### config.mk
export PLATFORM = sky130hd
export DESIGN_NAME = sact_cfg_regs
export DESIGN_NICKNAME = d
export VERILOG_FILES = /design/src/hdl/sact_pkg.sv /design/src/hdl/sact_cfg_regs.sv
export SDC_FILE = /design/constraint.sdc
export NUM_CORES = 1
export LEC_CHECK = 0
export BUFFER_PORTS_ARGS = -buffer_cell sky130_fd_sc_hd__buf_2
export CAP_MARGIN = 20
export CORE_MARGIN = 2
export CORE_UTILIZATION = 40
export DETAILED_ROUTE_END_ITERATION = 16
export GPL_TIMING_DRIVEN = 0
export PLACE_DENSITY = 0.85
export SYNTH_ARGS = -nofsm -noshare
export SYNTH_HDL_FRONTEND = slang
export SYNTH_SLANG_ARGS = --single-unit
### constraint.sdc
create_clock -name clk -period 1.7 [get_ports clk]
set_clock_uncertainty 0.1 [all_clocks]
set_input_delay 0.34 -clock clk [delete_from_list [all_inputs] [get_ports clk]]
set_output_delay 0.34 -clock clk [all_outputs]
set_load 0.03 [all_outputs]
### src/hdl/sact_pkg.sv
// sact_pkg: shared constants, types and helpers for the set-associative tag lookup
// used by every module of the block; no dependencies

package sact_pkg;

  // fixed field widths
  localparam int ADDR_W      = 32;
  localparam int WLOG_W      = 2;
  localparam int SEED_W      = 16;
  localparam int WAY_W       = 3;
  localparam int CNT_W       = 32;
  localparam int OUT_TDATA_W = 72;

  // configuration port
  localparam int CFG_ADDR_W = 3;
  localparam int CFG_DATA_W = 32;

  // parameter defaults
  localparam int CACHE_BYTES_LOG2_DEF = 15;
  localparam int LINE_BYTES_LOG2_DEF  = 6;
  localparam int ADDRESS_BITS_DEF     = 32;
  localparam int MAX_WAYS_LOG2_DEF    = 3;

  // request kinds
  localparam logic REQ_LOOKUP = 1'b0;
  localparam logic REQ_CLEAR  = 1'b1;

  // register index, taken from paddr bit 2
  localparam logic REG_WAYS_LOG2   = 1'b0;
  localparam logic REG_RANDOM_SEED = 1'b1;

  localparam logic [SEED_W-1:0] SEED_ONE = SEED_W'(1);

  typedef struct packed {
    logic [WLOG_W-1:0] ways_log2;
    logic [SEED_W-1:0] random_seed;
  } cfg_t;

  typedef struct packed {
    logic clear;
    logic wr_en;
  } ram_cmd_t;

  // associativity saturated at what the row layout supports
  function automatic logic [WLOG_W-1:0] eff_ways(input logic [WLOG_W-1:0] req_w,
                                                  input int cap);
    logic [WLOG_W-1:0] res;
    res = req_w;
    if (int'(req_w) > cap) begin
      res = WLOG_W'(cap);
    end
    return res;
  endfunction

endpackage

### src/hdl/sact_cfg_regs.sv
// sact_cfg_regs: register file behind the configuration port
// depends on sact_pkg

module sact_cfg_regs import sact_pkg::*; (
  input  logic                  clk,
  input  logic                  rst_n,
  input  logic                  psel,
  input  logic                  penable,
  input  logic                  pwrite,
  input  logic                  reg_idx,
  input  logic [CFG_DATA_W-1:0] pwdata,
  output logic [CFG_DATA_W-1:0] prdata,
  output logic                  pready,
  output cfg_t                  cfg
);

  logic [WLOG_W-1:0] ways_log2_r;
  logic [SEED_W-1:0] random_seed_r;
  logic              wr_en;

  assign pready = 1'b1;
  assign wr_en  = psel & penable & pwrite & pready;

  always_ff @(posedge clk) begin
    if (!rst_n) begin
      ways_log2_r   <= '0;
      random_seed_r <= SEED_ONE;
    end else if (wr_en) begin
      unique case (reg_idx)
        REG_WAYS_LOG2:   ways_log2_r   <= pwdata[WLOG_W-1:0];
        REG_RANDOM_SEED: random_seed_r <= pwdata[SEED_W-1:0];
        default: ;
      endcase
    end
  end

  always_comb begin
    unique case (reg_idx)
      REG_WAYS_LOG2:   prdata = CFG_DATA_W'(ways_log2_r);
      REG_RANDOM_SEED: prdata = CFG_DATA_W'(random_seed_r);
      default:         prdata = '0;
    endcase
  end

  assign cfg.ways_log2   = ways_log2_r;
  assign cfg.random_seed = random_seed_r;

endmodule

[Word-level counts from Yosys, hierarchy flattened]
Cells that the tools add are included.
Word-level totals
  flip-flop bits (word level): 18
  input bits: 38
  output and inout bits: 51
  logic and storage cells: 8
Cells by class
  mux-type cells: 1
  bitwise operators: 3
  reductions and logical operators: 2
Operators by type and width (count)
  $pmux 32 s2: 1
  $reduce_and 2->1: 2
  $and 1x1->1: 2
  $not 1->1: 1

[Logic depth before layout (Yosys ltp)]
Gate-level depths: netlist of the first run.
  depth in word-level cells: 3
  gate-level depth with buffers: 4
  mapped depth without buffers: 2

[Worst setup path before layout of the first run]
Ideal clock, no wire load.
  path kind: reg2out
  from: register random_seed_r[10]
  to: output prdata[10]
  arrival time: 0.845 ns
  required time: 1.260 ns
  slack: 0.415 ns
  cell stages (with the launch flop): 2
  path buffers: 0
  path through: dfxtp_1 and2_1
On the way
  longest elaborated chain between the ends: 1
Ends and longest elaborated chain
  start, declared: RTL line sact_cfg_regs.sv:18  | logic [SEED_W-1:0] random_seed_r;
  start signal, assigned: RTL line sact_cfg_regs.sv:31  | REG_RANDOM_SEED: random_seed_r <= pwdata[SEED_W-1:0];
  $pmux 32 s2: RTL line sact_cfg_regs.sv:38  | unique case (reg_idx)
  end, declared: RTL line sact_cfg_regs.sv:12  | output logic [CFG_DATA_W-1:0] prdata,
Every way passes these cells. The select of a mux whose other input is x is not followed.

[Final worst setup path of the first run]
  from: input reg_idx
  to: output prdata[1]
On the way
  longest elaborated chain between the ends: 2
Ends and longest elaborated chain
  start, declared: RTL line sact_cfg_regs.sv:10  | input logic reg_idx,
  $not 1->1
  $pmux 32 s2 *: RTL line sact_cfg_regs.sv:38
Every way passes the cells marked *; elsewhere a longest branch is shown, timed or not. The select of a mux whose other input is x is not followed.

==> results of run 1 <==
cell type report:
class,instances,area [um^2]
plain buffers,23,176
flip-flops and latches,18,360
clock buffers,4,36.3
fillers,245,1020
repair buffers,54,270
well taps,30,37.5
multi-input cells,88,513
cell usage after synthesis, drive strengths merged:
library cell  instances  share of area, %
conb                  2              0.75
dfxtp                18                36
nand2                33                12
nand4b                1              0.88
nor2b                 2               1.3
mux2i                18                18
and2                 14               9.3
buf                  21                17
clkbuf                3               1.1
and4                  1              0.88
mux2                  2               2.3
worst min-delay path, delay by kind of cell:
kind | cells | cell delay [ps]
buffers and inverters | 1 | 90
multiplexers | 1 | 50
AND/OR/NAND/NOR | 1 | 40
state kept, by name (all words and copies together) (netlist names):
signal	cells
random_seed_r	16
ways_log2_r	2
worst max-delay path by stage:
stage | from | endpoint | slack [ps] | cells after the start
2_1_floorplan | random_seed_r[10] | prdata[10] | 420 | 1
3_3_place_gp | reg_idx | prdata[14] | 80 | 4
3_5_place_dp | reg_idx | prdata[14] | 90 | 4
4_1_cts | reg_idx | prdata[14] | 90 | 4
5_1_grt | reg_idx | prdata[1] | 70 | 3
6_report | reg_idx | prdata[1] | 140 | 3
layer usage:
metal,track usage (%),vias up,share of wire (%)
met5,0,-,0
met4,6.41,0,0.19
met3,3.33,2,11
met2,24.8,44,47
met1,18.2,385,42
li1,-,475,-
power groups by stage:
stage | Clock [mW] | Combinational (mW) | Sequential (mW)
after floorplan | 0 | 0.140 | 0.464
after global placement | 0 | 0.208 | 0.446
after detailed placement | 0 | 0.208 | 0.447
after CTS | 0.270 | 0.209 | 0.437
after global routing | 0.295 | 0.225 | 0.439
final | 0.264 | 0.208 | 0.437
cells in the final DEF, fill, tap and decap left out:
cell,Yosys,layout
and2_1,10,10
and2_2,4,4
and4_1,1,1
buf_12,1,1
buf_2,2,56
buf_4,17,17
buf_6,1,1
clkbuf_1,3,2
clkbuf_4,0,3
clkbuf_8,0,1
conb_1,2,17
dfxtp_1,18,18
mux2_2,2,2
mux2i_1,18,18
nand2_1,33,33
nand4b_1,1,1
nor2b_1,2,2
cells by family (layout without fill, tap and decap cells):
kind of cell / after synthesis / in the layout / share of synthesized area [%]
other cells: 2 / 17 / 0.753
flops: 18 / 18 / 36.1
buf+inv: 24 / 81 / 18.1
simple gates: 51 / 51 / 24.7
mux: 20 / 20 / 20.3
==> results.cfg, run 1 <==
[synth]
avgSynthCellArea_um2 = 8.67
synthCells = 115
synthesis.area_um2 = 997
yosysUniqueCellTypes = 15
yosysWarnings = 0
synth-seq-cells = 18
yosysSeqAreaShare_pct = 36.1

[setup_path]
crit_slowest_cell = mux2_2
crit_type = in -> out
worstPathCellList = buf_2 -> mux2_2 -> buf_2
worstPathArrival_ps = 1120
critPathMostFrequentCell = buf_2
required_ps = 1260
crit_buf_inv = 2
r2r_slack_ps = 950
critical_path.startpoint_type = input port
ff2ff_path_depth = 2
slowest_delay_ps = 360
r2r_start = random_seed_r[5]
end_kind = output port
cp_max_fo = 18
cp_top_family = buffers and inverters
timing.rr.end = random_seed_r[5]

[placement]
dpl_worst_slack_ps = 88.9
port_buffers = 54
gp_congestion = 0.716
post_dp_cell_area_um2 = 1360
dp_hpwl_um = 1740
place_inst = 214

[sta]
drv_slew = 0
setup_tns_ps = 0
period_share_pct = 91.7
grt_setup_unrepaired = false
layout_setup_ws_ps = 141
final.min_clock_period_ps = 1560
setup-violations-final = 0
worst_hold_slack_ps = 180
hold_violations = 0
max_freq_ghz = 0.641

[clock_tree]
cts_buffers = 3
cts_tree = built
clk_pin_slew_ps = 100
clk_latency_ps = 290
cts_sinks = 18
clock_path_buffers = 2
htreeDepth = 1
post-cts-setup-buffer-count = 0
postCtsHoldBufs = 0
clockRootBuffer = clkbuf_4
cts_resized = 0

[floorplan]
die_x_um = 53.9
die_h_um = 53.9
dieArea_um2 = 2910
start_util_pct = 41.4
num_io_pins = 89
coreArea_um2 = 2410
placementRows = 18

[detailed_routing]
via_per_inst = 4.18
avgRoutedWirePerCell_um = 9.91
vias = 906
ant_nets = 0
drtIter0Drc = 8
drt-total-wl_um = 2150
drc_errors = 0
first_pass_iters = 4

[power]
intPower_mw = 0.638
power_switching_mw = 0.271
switching_share_pct = 29.8
leakage_nw = 0.767
seqPwrFrac_pct = 48.1
max-vdd-ir-drop_mv = 0.327
fin_total_pwr_mw = 0.909
p_comb_share_pct = 22.9
pwr-share-clk_pct = 29.0
p_per_area_nw_per_um2 = 652

[worst_hold_path]
hold_class = in -> reg
min_delay_worst_endpoint = random_seed_r[7]
holdPathStages = 3
min_from = pwdata[7]

[finish]
final_cells = 217
utilization_pct = 57.8
final_nets = 226
design_area_um2 = 1390
n_antenna_cell = 0
synthToLayoutAreaGrowth_pct = 39.8
final_layout_size_suffix_gt1_share_pct = 45.5

[grt]
grt_usage_pct = 14.9
grt_pass1_wl_um = 3130
antenna_found_initial = 0
grt_pass1_vias = 703
grt_overflow = 0
grt_max_degree = 11

[status]
status = completed

[job]
cap_viol_max_count = 0
No activity file was read; power rests on OpenSTA's default activity.
==> inputs of run 2 (changes only) <==
--- a/config.mk
+++ b/config.mk
@@ -8,10 +8,10 @@
 export BUFFER_PORTS_ARGS = -buffer_cell sky130_fd_sc_hd__buf_2
 export CAP_MARGIN = 20
 export CORE_MARGIN = 2
-export CORE_UTILIZATION = 40
+export CORE_UTILIZATION = 33
 export DETAILED_ROUTE_END_ITERATION = 16
 export GPL_TIMING_DRIVEN = 0
-export PLACE_DENSITY = 0.85
+export PLACE_DENSITY = 0.75
 export SYNTH_ARGS = -nofsm -noshare
 export SYNTH_HDL_FRONTEND = slang
 export SYNTH_SLANG_ARGS = --single-unit
==> constraint.sdc (replaced) <==
create_clock -name clk -period 1.4 [get_ports clk]
set_clock_uncertainty 0.1 [all_clocks]
set_input_delay 0.28 -clock clk [delete_from_list [all_inputs] [get_ports clk]]
set_output_delay 0.28 -clock clk [all_outputs]
set_load 0.03 [all_outputs]
==> results.cfg, run 2 (synthesized netlist as in run 1, its figures left out) <==
[status]
status = finished, violations left
violations = design-rule violations, negative setup slack

[power]
power_switching_mw = 0.324
max-vdd-ir-drop_mv = 0.324
p_comb_share_pct = 24.2
seqPwrFrac_pct = 47.8
pwr-share-clk_pct = 28.1
switching_share_pct = 29.2
p_per_area_nw_per_um2 = 751
intPower_mw = 0.787
leakage_nw = 0.804

[finish]
utilization_pct = 52.7
multi_input_area_um2 = 520
synthToLayoutAreaGrowth_pct = 48.3
final_cell_mix = buf_2, nand2_1, buf_4
final_layout_size_suffix_gt1_share_pct = 51.0
top_regs = random_seed_r: 16 flops, ways_log2_r: 2 flops
final_common_cell = buf_2
top_register = random_seed_r
largest_reg_flops = 16
fillers = 286
n_antenna_cell = 0
ff_latch_area_um2 = 370
final_nets = 231

[sta]
drv_slew = 0
max_freq_ghz = 0.713
setup-violations-final = 1
grt_setup_unrepaired = true
worst_hold_slack_ps = 122
hold_violations = 0
final.min_clock_period_ps = 1400
period_share_pct = 100
layout_setup_ws_ps = -2.22

[clock_tree]
clockRootBuffer = clkbuf_4
cts_sinks = 18
cts_buffers = 3
cts_tree = built
clk_pin_slew_ps = 100
clk_latency_ps = 280
clock_path_buffers = 2
htreeDepth = 1

[floorplan]
placementRows = 19
die_x_um = 59.0
coreArea_um2 = 2810
start_util_pct = 35.5
die_h_um = 59.0
num_io_pins = 89
dieArea_um2 = 3480

[detailed_routing]
first_pass_iters = 9
ant_nets = 0
avgRoutedWirePerCell_um = 10.7
drt-total-wl_um = 2390
via_per_inst = 4.17
drc_errors = 5
vias = 929
drtIter0Drc = 11

[placement]
dpl_worst_slack_ps = -122
dp_hpwl_um = 1820
port_buffers = 54
gp_congestion = 0.702

[setup_path]
required_ps = 1020
end_kind = output port
worstPathCellList = mux2_4 -> buf_6
crit_slowest_cell = dfxtp_2
crit_buf_inv = 1
crit_type = reg -> out
cp_top_family = flip-flops
critical_path.startpoint_type = flip-flop
cp_max_fo = 2
worstPathArrival_ps = 1020
slowest_delay_ps = 340

[job]
cap_viol_max_count = 0

[grt]
grt_max_degree = 11
antenna_found_initial = 0
grt_pass1_vias = 844
grt_overflow = 0
grt_usage_pct = 13.8
grt_pass1_wl_um = 3620

[worst_hold_path]
hold_class = in -> reg
==> run 2: worst register-to-register path, stage by stage (launching register included) <==
cell and delay (ps):
dfxtp_2 340, buf_4 130, nor2b_1 100, mux2i_1 70
==> run 2: per-stage QoR <==
stage                     cell area (um^2)  power, mW  instances  setup TNS, ps
after floorplan                       1050      0.734        130              0
after global placement                1360      0.794        215          -1210
after detailed placement              1360      0.796        215          -1130
after CTS                             1450       1.13        222          -33.5
after global routing                  1480       1.18        223           -197
final                                 1480       1.11        223          -2.22
==> run 2: cell type report <==
class                      instances  share of cell area [%]
timing repair buffer              58                    21.8
tap                               31                    2.62
multi-input combinational         88                    35.2
buffer                            24                    12.9
sequential                        18                    25.0
clock buffer                       4                    2.45
==> run 2: power by group through the flow <==
stage	Clock (mW)	Sequential (mW)	Combinational [mW]
2_1_floorplan	0	0.564	0.170
3_3_place_gp	0	0.542	0.252
3_5_place_dp	0	0.542	0.254
4_1_cts	0.333	0.531	0.266
5_1_grt	0.359	0.533	0.287
6_report	0.312	0.531	0.268
==> run 2: worst paths after layout <==
check	slack [ps]	to	cells past startpoint	from
worst min-delay path	120	random_seed_r[3]	3	pwdata[3]
worst max-delay path	-2	prdata[1]	2	ways_log2_r[1]
worst max register to register	560	random_seed_r[0]	3	random_seed_r[0]
worst min register to register	370	random_seed_r[12]	2	random_seed_r[12]
==> run 2: timing repair <==
item	4_1_cts	5_1_grt
setup endpoints to repair	12	11
hold buffers	0	0
gates resized for setup	12	9
gates cloned	0	0
buffers inserted	3	1
pin swaps	0	0
==> run 2: layer usage <==
metal	part of all wire (%)	global-route usage (%)
met1	40	14.7
met2	51	25.9
met3	7.7	3.49
met4	1.1	5.19
met5	0	0
