### src/hdl/sact_pkg.sv
// sact_pkg: shared constants, types and helpers for the set-associative tag lookup
// used by every module of the block; no dependencies

package sact_pkg;

  // fixed field widths
  localparam int ADDR_W      = 32;
  localparam int WLOG_W      = 2;
  localparam int SEED_W      = 16;
  localparam int WAY_W       = 3;
  localparam int CNT_W       = 32;
  localparam int OUT_TDATA_W = 72;

  // configuration port
  localparam int CFG_ADDR_W = 3;
  localparam int CFG_DATA_W = 32;

  // parameter defaults
  localparam int CACHE_BYTES_LOG2_DEF = 15;
  localparam int LINE_BYTES_LOG2_DEF  = 6;
  localparam int ADDRESS_BITS_DEF     = 32;
  localparam int MAX_WAYS_LOG2_DEF    = 3;

  // request kinds
  localparam logic REQ_LOOKUP = 1'b0;
  localparam logic REQ_CLEAR  = 1'b1;

  // register index, taken from paddr bit 2
  localparam logic REG_WAYS_LOG2   = 1'b0;
  localparam logic REG_RANDOM_SEED = 1'b1;

  localparam logic [SEED_W-1:0] SEED_ONE = SEED_W'(1);

  typedef struct packed {
    logic [WLOG_W-1:0] ways_log2;
    logic [SEED_W-1:0] random_seed;
  } cfg_t;

  typedef struct packed {
    logic clear;
    logic wr_en;
  } ram_cmd_t;

  // associativity saturated at what the row layout supports
  function automatic logic [WLOG_W-1:0] eff_ways(input logic [WLOG_W-1:0] req_w,
                                                  input int cap);
    logic [WLOG_W-1:0] res;
    res = req_w;
    if (int'(req_w) > cap) begin
      res = WLOG_W'(cap);
    end
    return res;
  endfunction

endpackage

### src/hdl/sact_lookup.sv
// sact_lookup: tag compare, fill/victim choice, counters, lfsr and result register
// depends on sact_pkg; row data comes from sact_tag_ram

module sact_lookup import sact_pkg::*; #(
  parameter int LANES      = 8,
  parameter int LANES_LOG2 = 3,
  parameter int LANE_IW    = 3,
  parameter int TAG_W      = 20
) (
  input  logic                      clk,
  input  logic                      rst_n,
  input  logic                      adv,
  input  cfg_t                      cfg,
  input  logic                      req,
  input  logic [LANE_IW-1:0]        lane_base,
  input  logic [TAG_W-1:0]          tag,
  input  logic [LANES-1:0][TAG_W:0] row_data,
  output ram_cmd_t                  cmd,
  output logic [LANES-1:0][TAG_W:0] wr_data,
  input  logic                      out_ready,
  output logic                      out_valid,
  output logic                      hit,
  output logic [WAY_W-1:0]          way_used,
  output logic                      filled_empty,
  output logic [CNT_W-1:0]          hit_total,
  output logic [CNT_W-1:0]          miss_total
);

  logic [WLOG_W-1:0]  w_eff;
  logic [LANE_IW-1:0] wmask;
  logic               hit_any;
  logic [LANE_IW-1:0] hit_lane;
  logic               empty_any;
  logic [LANE_IW-1:0] empty_lane;
  logic [LANE_IW-1:0] victim_lane;
  logic [LANE_IW-1:0] fill_lane;
  logic [SEED_W-1:0]  lfsr_nxt;
  logic [SEED_W-1:0]  seed_ld;
  logic               is_lookup;

  logic               out_valid_r;
  logic               hit_r;
  logic [WAY_W-1:0]   way_r;
  logic               filled_r;
  logic [CNT_W-1:0]   hit_cnt_r;
  logic [CNT_W-1:0]   miss_cnt_r;
  logic [SEED_W-1:0]  lfsr_r;

  assign w_eff     = eff_ways(cfg.ways_log2, LANES_LOG2);
  assign wmask     = LANE_IW'((1 << w_eff) - 1);
  assign is_lookup = (req == REQ_LOOKUP);

  // lowest matching way and lowest empty way of the set, in parallel
  always_comb begin
    hit_any    = 1'b0;
    hit_lane   = '0;
    empty_any  = 1'b0;
    empty_lane = '0;
    for (int j = LANES - 1; j >= 0; j--) begin
      if ((((LANE_IW'(j) ^ lane_base) & ~wmask) == '0)) begin
        if (row_data[j][TAG_W] && (row_data[j][TAG_W-1:0] == tag)) begin
          hit_any  = 1'b1;
          hit_lane = LANE_IW'(j);
        end
        if (!row_data[j][TAG_W]) begin
          empty_any  = 1'b1;
          empty_lane = LANE_IW'(j);
        end
      end
    end
  end

  // x^16+x^14+x^13+x^11+1, shift left
  assign lfsr_nxt    = {lfsr_r[SEED_W-2:0], lfsr_r[15] ^ lfsr_r[13] ^ lfsr_r[12] ^ lfsr_r[10]};
  assign victim_lane = lane_base | (LANE_IW'(lfsr_nxt) & wmask);
  assign fill_lane   = empty_any ? empty_lane : victim_lane;
  assign seed_ld     = (cfg.random_seed != '0) ? cfg.random_seed : SEED_ONE;

  always_comb begin
    wr_data            = row_data;
    wr_data[fill_lane] = {1'b1, tag};
  end

  assign cmd.wr_en = adv & is_lookup & ~hit_any;
  assign cmd.clear = adv & ~is_lookup;

  always_ff @(posedge clk) begin
    if (!rst_n) begin
      out_valid_r <= 1'b0;
      hit_cnt_r   <= '0;
      miss_cnt_r  <= '0;
      lfsr_r      <= SEED_ONE;
    end else begin
      if (adv) begin
        out_valid_r <= 1'b1;
      end else if (out_ready) begin
        out_valid_r <= 1'b0;
      end
      if (adv) begin
        case (req)
          REQ_CLEAR: begin
            hit_cnt_r  <= '0;
            miss_cnt_r <= '0;
            lfsr_r     <= seed_ld;
          end
          default: begin
            if (hit_any) begin
              if (hit_cnt_r != '1) begin
                hit_cnt_r <= hit_cnt_r + CNT_W'(1);
              end
            end else begin
              if (miss_cnt_r != '1) begin
                miss_cnt_r <= miss_cnt_r + CNT_W'(1);
              end
              if (!empty_any) begin
                lfsr_r <= lfsr_nxt;
              end
            end
          end
        endcase
      end
    end
  end

  always_ff @(posedge clk) begin
    if (adv) begin
      hit_r    <= is_lookup & hit_any;
      filled_r <= is_lookup & ~hit_any & empty_any;
      if (!is_lookup) begin
        way_r <= '0;
      end else if (hit_any) begin
        way_r <= WAY_W'(hit_lane & wmask);
      end else begin
        way_r <= WAY_W'(fill_lane & wmask);
      end
    end
  end

  assign out_valid    = out_valid_r;
  assign hit          = hit_r;
  assign way_used     = way_r;
  assign filled_empty = filled_r;
  assign hit_total    = hit_cnt_r;
  assign miss_total   = miss_cnt_r;

endmodule

### config.mk
export PLATFORM = sky130hd
export DESIGN_NAME = sact_lookup
export DESIGN_NICKNAME = d
export VERILOG_FILES = /design/src/hdl/sact_pkg.sv /design/src/hdl/sact_lookup.sv
export SDC_FILE = /design/constraint.sdc
export NUM_CORES = 1
export LEC_CHECK = 0
export BUFFER_PORTS_ARGS = -buffer_cell sky130_fd_sc_hd__clkbuf_2
export CAP_MARGIN = 15
export CORE_AREA = 2 2 175 177
export DETAILED_ROUTE_END_ITERATION = 10
export DIE_AREA = 0 0 177 179
export PLACE_DENSITY_LB_ADDON = 0.3
export REMOVE_ABC_BUFFERS = 1
export SYNTH_ARGS = -nofsm -noshare
export SYNTH_HDL_FRONTEND = slang
export SYNTH_SLANG_ARGS = --single-unit
### constraint.sdc
create_clock -name clk -period 6.05 [get_ports clk]
set_input_delay 1.21 -clock clk [delete_from_list [all_inputs] [get_ports clk]]
set_output_delay 1.21 -clock clk [all_outputs]
set_load 0.005 [all_outputs]
Yosys cells after proc, flatten, opt, wreduce, memory -nomap -nowiden

Cells that the tools add are included.

$add $sub $neg: 3
$mul: 0
Divide/modulo/power cells: 0
Magnitude comparators: 2
Equal/unequal tests: 12
Shifts and indexed selects: 1
Multiplexer cells: 81
Bitwise logic cells: 31
Reduce and logical (&&, ||, !) cells: 25

Operators by type and width:

| kind                                                | count |
|---|---|
| two-way mux 32 bit                                  | 6 |
| bitwise mux 168 bit                                 | 1 |
| equality test 20 bit                                | 8 |
| two-way mux 3 bit                                   | 34 |
| adder 32 x 1 -> 32 bit, second input constant       | 2 |
| two-way mux 16 bit                                  | 4 |
| != test 32 bit, second input constant               | 2 |
| demux 21 bit (select 3 bit)                         | 1 |
| two-way mux 1 bit                                   | 34 |
| AND 3 bit                                           | 11 |
| logical NOT 3 bit                                   | 8 |
| two-way mux 21 bit                                  | 1 |
| nonzero test 16 bit                                 | 1 |
| logical AND 1 bit                                   | 9 |
| AND reduction 3 bit                                 | 3 |
| nonzero test 2 bit                                  | 4 |
| AND 1 bit                                           | 6 |
| inverter 2 bit                                      | 3 |
| inverter 3 bit                                      | 2 |
| inverter 1 bit                                      | 5 |
| < comparator 3 x 4 -> 1 bit, second input constant  | 1 |
| != test 2 bit, second input constant                | 2 |
| >= comparator 3 x 1 -> 1 bit, second input constant | 1 |
| OR 3 bit                                            | 1 |
| 3 further kinds                                     | 5 |

Bits in registers: 86
Latch bits: 0
Bits in writable memories: 0
ROM bits: 0
Output and inout port bits: 240
Logic and storage cells: 162
Memories kept: 0

Longest topological paths before layout

Gate-level depths: netlist (run 1).

Word-level depth: 26
Depth in mapped cells: 13

Worst setup path before layout (run 1)

No wires, ideal clock.

Path type: input -> output
From: input port lane_base[2]
To: output port wr_data[22] (netlist name)
Arrival: 3.419 ns
Data required time: 4.840 ns
Path slack: 1.421 ns
Stages: 10
Path buffers: 2
Cell sequence: buf_4 a21oi_1 a21o_1 o32ai_2 nor2_1 o31ai_1 a221oi_2 nor3b_2 buf_2 mux2_2

RTL lines:

| item            | RTL line          | text |
|---|---|---|
| start, declared | sact_lookup.sv:15 | `input logic [LANE_IW-1:0] lane_base,` |
| end, declared   | sact_lookup.sv:19 | `output logic [LANES-1:0][TAG_W:0] wr_data,` |

==> run metrics, run 1 <==
largest net degree at the start of global routing=71; area leader, netlist=dfxtp_1; clock sinks=86; Die Width=177 microns; Flop pwr share=27.9%; first-pass GRT wire length=72700 microns; share of post-route cells with drive strength above 1=42.8%; post-layout minimum cycle time=~5.4 ns; design area=about 13000 sq um; NetSw=0.768 mW; Commonest cells post-synth=xnor2_1, nand2_1, mux2_2; Worst Path Arrival=4.18 ns; final setup fails=0; cell chosen for the clock root=clkbuf_16; Post-synth EDFFs=5; number of nets in the layout=1877; Max Freq=185 MHz; DR pass1 iterations=5; Final Hold Viols=0; CP Class=input port to output port; total negative slack=0 ns; power share of the clock group=between 20 and 30%; PnR worst setup slack=roughly 0.66 ns; sequential area share after synthesis=16.9%; CTS Buf Count=9; area growth from synthesis to layout=25.2%; Starting Density=approximately a third; # Max-Cap Violations=0; Pleak=about 5.5 nW; top post-synthesis cells by area=dfxtp_1, mux2_2, xnor2_1; DR DRC count=0; internal power=1.36 mW; post-DR vias/cell=5.77; Area after DPL=12700 sq um; # IOs=454; dpl cells=roughly 2000; n_diodes=0; Slew @ Worst Pin=0.983 ns; H-tree Lvls=3; clk_lat worst skew=0.35 ns; dpl hpwl=40300 microns; ANT nets after route=0; Post-CTS Setup Inserts=0; CP Data Required Time=4.84 ns; max-slew violation count=0; die area=31700 sq um; post-synth top area share=15.5%; status=completed; Max rail drop VDD=0.000114 V; initial DRC count=984; CTS tree=built; most frequent cell after synthesis=xnor2_1; register bit count reported by yosys=86; fin cells=between 2000 and 2500; Final Core Density=43.6%; crit share post-route=89.1%; mapped cell area=10500 sq um; grt total ovfl=0; row count=64; via count=11900; startpoint class of the critical path=input port; all-layer global routing usage=30.6%; Switching Fraction=between 30% and 40%; pre-CTS setup slack=~0.69 ns; Die Ht=179 microns; Synth Warn #=0; average routed wire per standard cell=around 24 microns; Pwr Density=163 nW/um^2; initial antenna violation count=2; RSZ-0062 raised after global routing=false; Clock Tree Buf Depth=2; PortBufs=roughly 450; Layout Skew=0.00755 ns; # hold bufs at CTS=0; r2r worst-path depth=8; CTS resizes=0; crit path max fanout=21; post-synth cell types=80; Syn Area/Cell=8.11 sq um; ys async rst share=0%; Core Box Area=approximately 30000 sq um; Critical Path End Type=output port; vias in the first global route=11300; Max-Slew Margin vs Limit=33.9%; Cells after Synth=1290; Gate power share=43.3%; most common flop cell mapped by yosys=dfxtp_1; clk slew on worst S/H paths=0.07 ns; routability cong.=0.931; WHS Path Cells=2; Post-Route WL=50100 microns; HP Class=flip-flop to flip-flop
==> layout by cell type (no fill, tap or decap), types with 25 or more instances in the layout <==
cell type,instances
nor4_1,41
nand3_1,33
a31o_2,25
a21oi_1,26
nor3_1,55
mux2_4,38
xor2_1,39
nor2_1,70
mux2i_1,42
o21ai_0,26
dfxtp_1,81
nand2b_1,38
xnor2_1,124
nand4_1,91
clkbuf_2,453
mux2_2,121
nand2_1,122
==> flip-flops by register name, summed over array words and instances, names as in the netlist <==
register / cells
way_used: 3
miss_total: 32
out_valid: 1
lfsr_r: 16
filled_empty: 1
hit_total: 32
hit: 1
==> layout make-up <==
type / instances / area, sq um
fillers: 3149 / 16900
multi-input cells: 1065 / 7960
repair buffers: 478 / 2470
flip-flops and latches: 86 / 1770
well taps: 396 / 495
clock buffers: 11 / 233
clock inverters: 5 / 82.6
inverters: 21 / 78.8
==> power by group through the flow <==
stage / Clock [mW] / Sequential [mW] / Combinational, mW
final: 0.614 / 0.593 / 0.921
after global placement: 0 / 0.605 / 0.905
after floorplan: 0 / 0.603 / 0.466
after CTS: 0.624 / 0.593 / 0.914
after global routing: 0.644 / 0.594 / 0.975
after detailed placement: 0 / 0.606 / 0.910
==> logic make-up after synthesis <==
family	Yosys count	share of synthesized area [%]
AND/OR/NAND/NOR	541	28.2
adder cells (fa/ha/maj)	2	0.239
XOR/XNOR	163	13.6
buffers and inverters	139	7.01
flip-flops	86	16.9
multiplexers	202	22.6
AO/OA/AOI/OAI	157	11.3
==> metrics by stage <==
step	hold slack, ns	total power, mW
after floorplan	0.451	1.07
after global placement	0.461	1.51
after detailed placement	0.476	1.52
after CTS	0.486	2.13
after global routing	0.511	2.21
final	0.477	2.13
==> worst paths after layout <==
path	end	start	slack [ns]
setup / recovery	wr_data[153]	cfg[17]	0.66
hold / removal	hit_total[13]	hit_total[13]	0.48
setup reg to reg	hit_total[27]	hit_total[16]	2.72
hold reg to reg	hit_total[13]	hit_total[13]	0.48
==> metal layers <==
layer	wire length [microns]	GRT usage (%)	part of all wire (%)
met5	26	0	0.052
met4	1350	8.85	2.7
met3	3530	5.73	7.0
met2	23700	51.0	47
met1	21600	40.2	43
==> critical path, cell delays in order <==
cell	delay [ns]
clkbuf_2	0.31
nand2b_4	0.22
a21oi_2	0.10
o32ai_2	0.47
a211o_1	0.15
a21oi_1	0.06
nor2_1	0.51
and3_1	0.25
buf_4	0.30
mux2_2	0.42
clkbuf_2	0.15
Power figures use the tool's default switching activity.
==> run 2: changes to the inputs <==
--- a/config.mk
+++ b/config.mk
@@ -6,8 +6,9 @@
 export NUM_CORES = 1
 export LEC_CHECK = 0
 export BUFFER_PORTS_ARGS = -buffer_cell sky130_fd_sc_hd__clkbuf_2
-export CAP_MARGIN = 15
+export CAP_MARGIN = 20
 export CORE_AREA = 2 2 175 177
+export CTS_BUF_LIST = sky130_fd_sc_hd__clkbuf_4
 export DETAILED_ROUTE_END_ITERATION = 10
 export DIE_AREA = 0 0 177 179
 export PLACE_DENSITY_LB_ADDON = 0.3
==> run metrics, run 2 (same netlist as run 1, synthesis figures left out) <==
largest net degree at the start of global routing=71 (unchanged); total negative slack=0 ns (unchanged); area growth from synthesis to layout=23.2%; Max rail drop VDD=0.0000983 V (-14%); average routed wire per standard cell=24.2 microns (-0.37%); HP Class=flip-flop to flip-flop; met3 WL=3470 microns (-1.5%); Layout Skew=0.0176 ns (+0.0101 ns); commonest non-fill, non-tap cell in the layout=clkbuf_2; initial antenna violation count=5 (+3); PortBufs=453 (unchanged); CP Data Required Time=4.84 ns (about the same); all-layer global routing usage=30.5% (-0.17 points); CTS resizes=0 (unchanged); grt total ovfl=0 (unchanged); Max-Slew Margin vs Limit=32.8% (-1.0 points); most frequent cells in the layout=clkbuf_2, xnor2_1, nand2_1; clock sinks=86 (unchanged); Worst Path Arrival=4.22 ns (+0.04 ns); Critical R2R Capture=hit_total[27]; routed wire length on met2=23500 microns (-0.85%); Critical Path End Type=output port; Final Hold Viols=0 (unchanged); Starting Density=34.8% (unchanged); cell chosen for the clock root=clkbuf_4; Core Box Area=30000 sq um (unchanged); Max Freq=184 MHz (-0.72%); DR DRC count=0 (unchanged); Final Core Density=42.9% (-0.67 points); Slew @ Worst Pin=0.998 ns (+0.0153 ns); ANT nets after route=0 (unchanged); initial DRC count=1003 (+1.9%); crit path max fanout=21 (unchanged); Critical path destination=wr_data[121]; r2r startpoint=hit_total[16]; R2R Setup Slk=2.71 ns (about the same); share of post-route cells with drive strength above 1=42.7% (-0.069 points); CTS Buf Count=9 (unchanged); first-pass GRT wire length=72000 microns (-0.92%); routability cong.=0.931 (unchanged); r2r worst-path depth=8 (unchanged); # Max-Cap Violations=0 (unchanged); DR pass1 iterations=5 (unchanged); via count=11800 (-0.59%); row count=64 (unchanged); Post-CTS Setup Inserts=0 (unchanged); vias in the first global route=11100 (-1.4%); post-DR vias/cell=5.74 (-0.54%); # IOs=454 (unchanged); # hold bufs at CTS=0 (unchanged); clk_lat worst skew=0.48 ns (+0.13 ns); Die Width=177 microns (unchanged); final setup fails=0 (unchanged); die area=31700 sq um (unchanged); Post-Route WL=49900 microns (-0.42%); max-slew violation count=0 (unchanged); Highest Signal Layer=met5; Pleak=5.44 nW (-1.6%); RSZ-0062 raised after global routing=false; Hold Worst Slack=0.489 ns (+0.0120 ns); H-tree Lvls=3 (unchanged); status=completed; worst setup path start=cfg[17]; number of nets in the layout=1877 (unchanged); Clock Tree Buf Depth=2 (unchanged); crit share post-route=89.8% (+0.65 points); CTS tree=built; post-layout minimum cycle time=5.43 ns (+0.0391 ns); startpoint class of the critical path=input port; dpl hpwl=40400 microns (about the same); Die Ht=179 microns (unchanged); Pwr Density=144 nW/um^2 (-11%); CP Class=input port to output port; clk slew on worst S/H paths=0.14 ns (+0.07 ns); Met1 Wirelength=21500 microns (-0.47%)
## run 2: cell types whose count changed in the layout (fill, tap and decap cells not counted)
cell       delta
bufinv_16     -1
buf_4         +1
clkbuf_4      +8
buf_12        +1
clkbuf_16     -9
clkinv_4      -1
clkbuf_1      -2
buf_16        -1
diode_2       +1
clkinv_1      +2
## run 2: layout make-up
cell class              instances  area, sq um
diodes                          1         2.50
clock buffers                   9         67.6
clock inverters                 5         51.3
fillers                      3181        17100
inverters                      21         78.8
multi-input cells            1065         7960
flip-flops and latches         86         1770
well taps                     396          495
repair buffers                478         2470
## run 2: worst min path at each step
stage,from,endpoint,slack (ns),depth (start not counted)
6_report,out_valid,out_valid,0.49,2
5_1_grt,lfsr_r[15],lfsr_r[15],0.52,2
4_1_cts,hit_total[13],hit_total[13],0.50,2
3_5_place_dp,hit_total[20],hit_total[20],0.48,2
3_3_place_gp,hit_total[13],hit_total[13],0.46,2
2_1_floorplan,lfsr_r[15],lfsr_r[15],0.45,2
## run 2: per-layer routing
layer	global-route usage, %	vias up
met4	9.13	8
met1	39.7	5748
met3	5.87	82
li1	-	5460
met5	0	-
met2	50.8	523
## run 2: critical path, cell delays in order
cell and delay [ns]:
clkbuf_2 0.26, nand2b_4 0.24, a21oi_2 0.30, o32ai_2 0.19
nor2_1 0.22, o31ai_1 0.13, a221oi_2 0.51, nor3b_2 0.26
buf_4 0.33, mux2_2 0.38, clkbuf_2 0.17
## run 2: power breakdown
group	switching, mW	total [mW]	internal (mW)
clock	0.222	0.342	0.120
sequential	0.00973	0.594	0.584
combinational	0.509	0.921	0.412
## run 2: stage by stage
stage / cell area, sq um / std cells / setup slack, ns / power [mW]
detailed placement: 12800 / 2046 / 0.691 / 1.52
global placement: 12700 / 2044 / 0.762 / 1.51
finish: 12900 / 2061 / 0.619 / 1.86
CTS: 12900 / 2060 / 0.685 / 1.85
floorplan: 9810 / 1172 / 0.786 / 1.07
global route: 12900 / 2061 / 0.438 / 1.94
==> run 3: changes to the inputs <==
--- a/config.mk
+++ b/config.mk
@@ -5,12 +5,14 @@
 export SDC_FILE = /design/constraint.sdc
 export NUM_CORES = 1
 export LEC_CHECK = 0
+export ABC_AREA = 1
 export BUFFER_PORTS_ARGS = -buffer_cell sky130_fd_sc_hd__clkbuf_2
 export CAP_MARGIN = 20
-export CORE_AREA = 2 2 175 177
+export CORE_AREA = 2 2 176 178
 export CTS_BUF_LIST = sky130_fd_sc_hd__clkbuf_4
+export CTS_CLUSTER_SIZE = 12
 export DETAILED_ROUTE_END_ITERATION = 10
-export DIE_AREA = 0 0 177 179
+export DIE_AREA = 0 0 178 180
 export PLACE_DENSITY_LB_ADDON = 0.3
 export REMOVE_ABC_BUFFERS = 1
 export SYNTH_ARGS = -nofsm -noshare
==> run metrics, run 3 <==
# Max-Cap Violations=0 (unchanged); PnR worst setup slack=0.931 ns (+0.313 ns); Die Width=178 microns (+0.56%); mapped cell area=9850 sq um (-5.9%); clk slew on worst S/H paths=0.14 ns (about the same); most frequent cell after synthesis=nand2_1; Pleak=6.93 nW (+27%); H-tree Lvls=3 (unchanged); Core Box Area=30200 sq um (+0.53%); ys async rst share=0% (unchanged); initial antenna violation count=4 (-1); ANT nets after route=0 (unchanged); FILL cells=3452 (+8.5%); Reg area=1770 sq um (unchanged); Post-Route WL=52700 microns (+5.7%); CTS resizes=0 (unchanged); via count=13700 (+16%); Critical Path End Type=output port; row count=64 (unchanged); CP Data Required Time=4.84 ns (about the same); status=completed; largest net degree at the start of global routing=42 (-41%); initial DRC count=1388 (+38%); clk_lat worst skew=0.49 ns (about the same); DR pass1 iterations=6 (+1); post-synth cell types=38 (-53%); Layout Skew=0.0199 ns (+0.00230 ns); Pwr Density=153 nW/um^2 (+6.3%); area growth from synthesis to layout=24.3%; grt total ovfl=0 (unchanged); Final Hold Viols=0 (unchanged); area leader, netlist=nand2_1; register bit count reported by yosys=86 (unchanged); post-synth top area share=25.7% (+10 points); startpoint class of the critical path=input port; PortBufs=453 (unchanged); post-layout minimum cycle time=5.12 ns (-0.313 ns); CTS tree=built; CP Class=input port to output port; RSZ-0062 raised after global routing=false; Die Ht=180 microns (+0.56%); average routed wire per standard cell=19.7 microns (-19%); most common flop cell mapped by yosys=dfxtp_1; sequential area share after synthesis=18.0% (+1.1 points); Worst Path Arrival=3.91 ns (-0.31 ns); # hold bufs at CTS=0 (unchanged); vias in the first global route=12200 (+9.9%); DR DRC count=0 (unchanged); crit share post-route=84.6% (-5.2 points); Clock Tree Buf Depth=2 (unchanged); total negative slack=0 ns (unchanged); most frequent cells in the layout=nand2_1, clkbuf_2, nor2_1; Multi-input gate area=6420 sq um (-19%); share of post-route cells with drive strength above 1=24.0% (-19 points); Post-synth EDFFs=5 (unchanged); cell chosen for the clock root=clkbuf_4; Post-CTS Setup Inserts=0 (unchanged); top post-synthesis cells by area=nand2_1, dfxtp_1, nor2_1; first-pass GRT wire length=76100 microns (+5.7%); CTS Buf Count=9 (unchanged); Max rail drop VDD=0.0000823 V (-16%); HP Class=flip-flop to flip-flop; final setup fails=0 (unchanged); Syn Area/Cell=5.22 sq um (-36%); Max-Slew Margin vs Limit=36.5% (+3.7 points); commonest non-fill, non-tap cell in the layout=nand2_1; crit path max fanout=19 (-9.5%); clock sinks=86 (unchanged); all-layer global routing usage=31.8% (+1.3 points); pre-CTS setup slack=1.04 ns (+0.353 ns); max-slew violation count=0 (unchanged); post-DR vias/cell=5.13 (-11%); Tot Pwr=1.87 mW (+0.97%); Starting Density=32.6% (-2.2 points); Max Freq=195 MHz (+6.1%); die area=32000 sq um (+1.1%); Slew @ Worst Pin=0.950 ns (-0.0480 ns); Final Core Density=40.5% (-2.4 points); dpl hpwl=42600 microns (+5.6%); # IOs=454 (unchanged); routability cong.=0.994 (+6.7%); Synth Warn #=0 (unchanged); Commonest cells post-synth=nand2_1, nor2_1, inv_1; Cells after Synth=1886 (+46%); number of nets in the layout=2485 (+32%)
[run 3: cell families (layout without fill, tap and decap cells)]
logic type | after synthesis | count (layout) | synth area share (%)
AO/OA/AOI/OAI | 272 | 272 | 14.6
XOR/XNOR | 37 | 37 | 3.29
adder cells (fa/ha/maj) | 2 | 2 | 0.254
buffers and inverters | 365 | 753 | 16.9
flip-flops | 86 | 86 | 18.0
other | 0 | 3 | 0
AND/OR/NAND/NOR | 1124 | 1124 | 47.0
[run 3: report_power, final]
part | total (mW) | internal (mW) | leakage [nW] | switching [mW]
Sequential | 0.593 | 0.586 | 0.707 | 0.00703
Clock | 0.350 | 0.130 | 0.0763 | 0.220
Combinational | 0.931 | 0.319 | 6.15 | 0.612
[run 3: final timing paths]
kind,start,to,depth (start not counted),slack [ns]
max,cfg[17],wr_data[107],13,0.93
min,hit_total[2],hit_total[2],2,0.48
max reg2reg,miss_total[0],miss_total[1],14,3.03
min reg2reg,hit_total[2],hit_total[2],2,0.48
[run 3: layer usage]
layer  vias up  track usage (%)  part of all wire, %
li1       6667                -                    -
met1      6187             42.4                   42
met2       754             51.7                   45
met3        94             5.63                  9.8
met4         2             9.77                  3.3
met5         -                0                0.025
[run 3: worst max-delay path, cell delays in order]
cell and delay (ns):
clkbuf_2 0.13, nor2_4 0.15, nand2_1 0.14, nand3_1 0.14, o21ai_1 0.09, nor2_1 0.16, inv_2 0.06, nor2_2 0.16
o211ai_2 0.12, a21oi_1 0.19, nand2_1 0.55, o21ai_1 0.59, clkbuf_2 0.20
[run 3: final cells by class]
cell class | count | area share, %
multi-input combinational | 1435 | 52.4
timing repair buffer | 471 | 19.7
sequential | 86 | 14.5
inverter | 266 | 8.21
tap | 396 | 4.05
clock buffer | 10 | 0.613
clock inverter | 6 | 0.491
antenna | 3 | 0.0613
[run 3: metrics by stage]
stage	cells	hold slack, ns	area (sq um)
CTS	2670	0.479	12200
finish	2673	0.476	12200
global route	2672	0.518	12200
floorplan	1787	0.433	9190
detailed placement	2654	0.459	12100
global placement	2653	0.448	12100
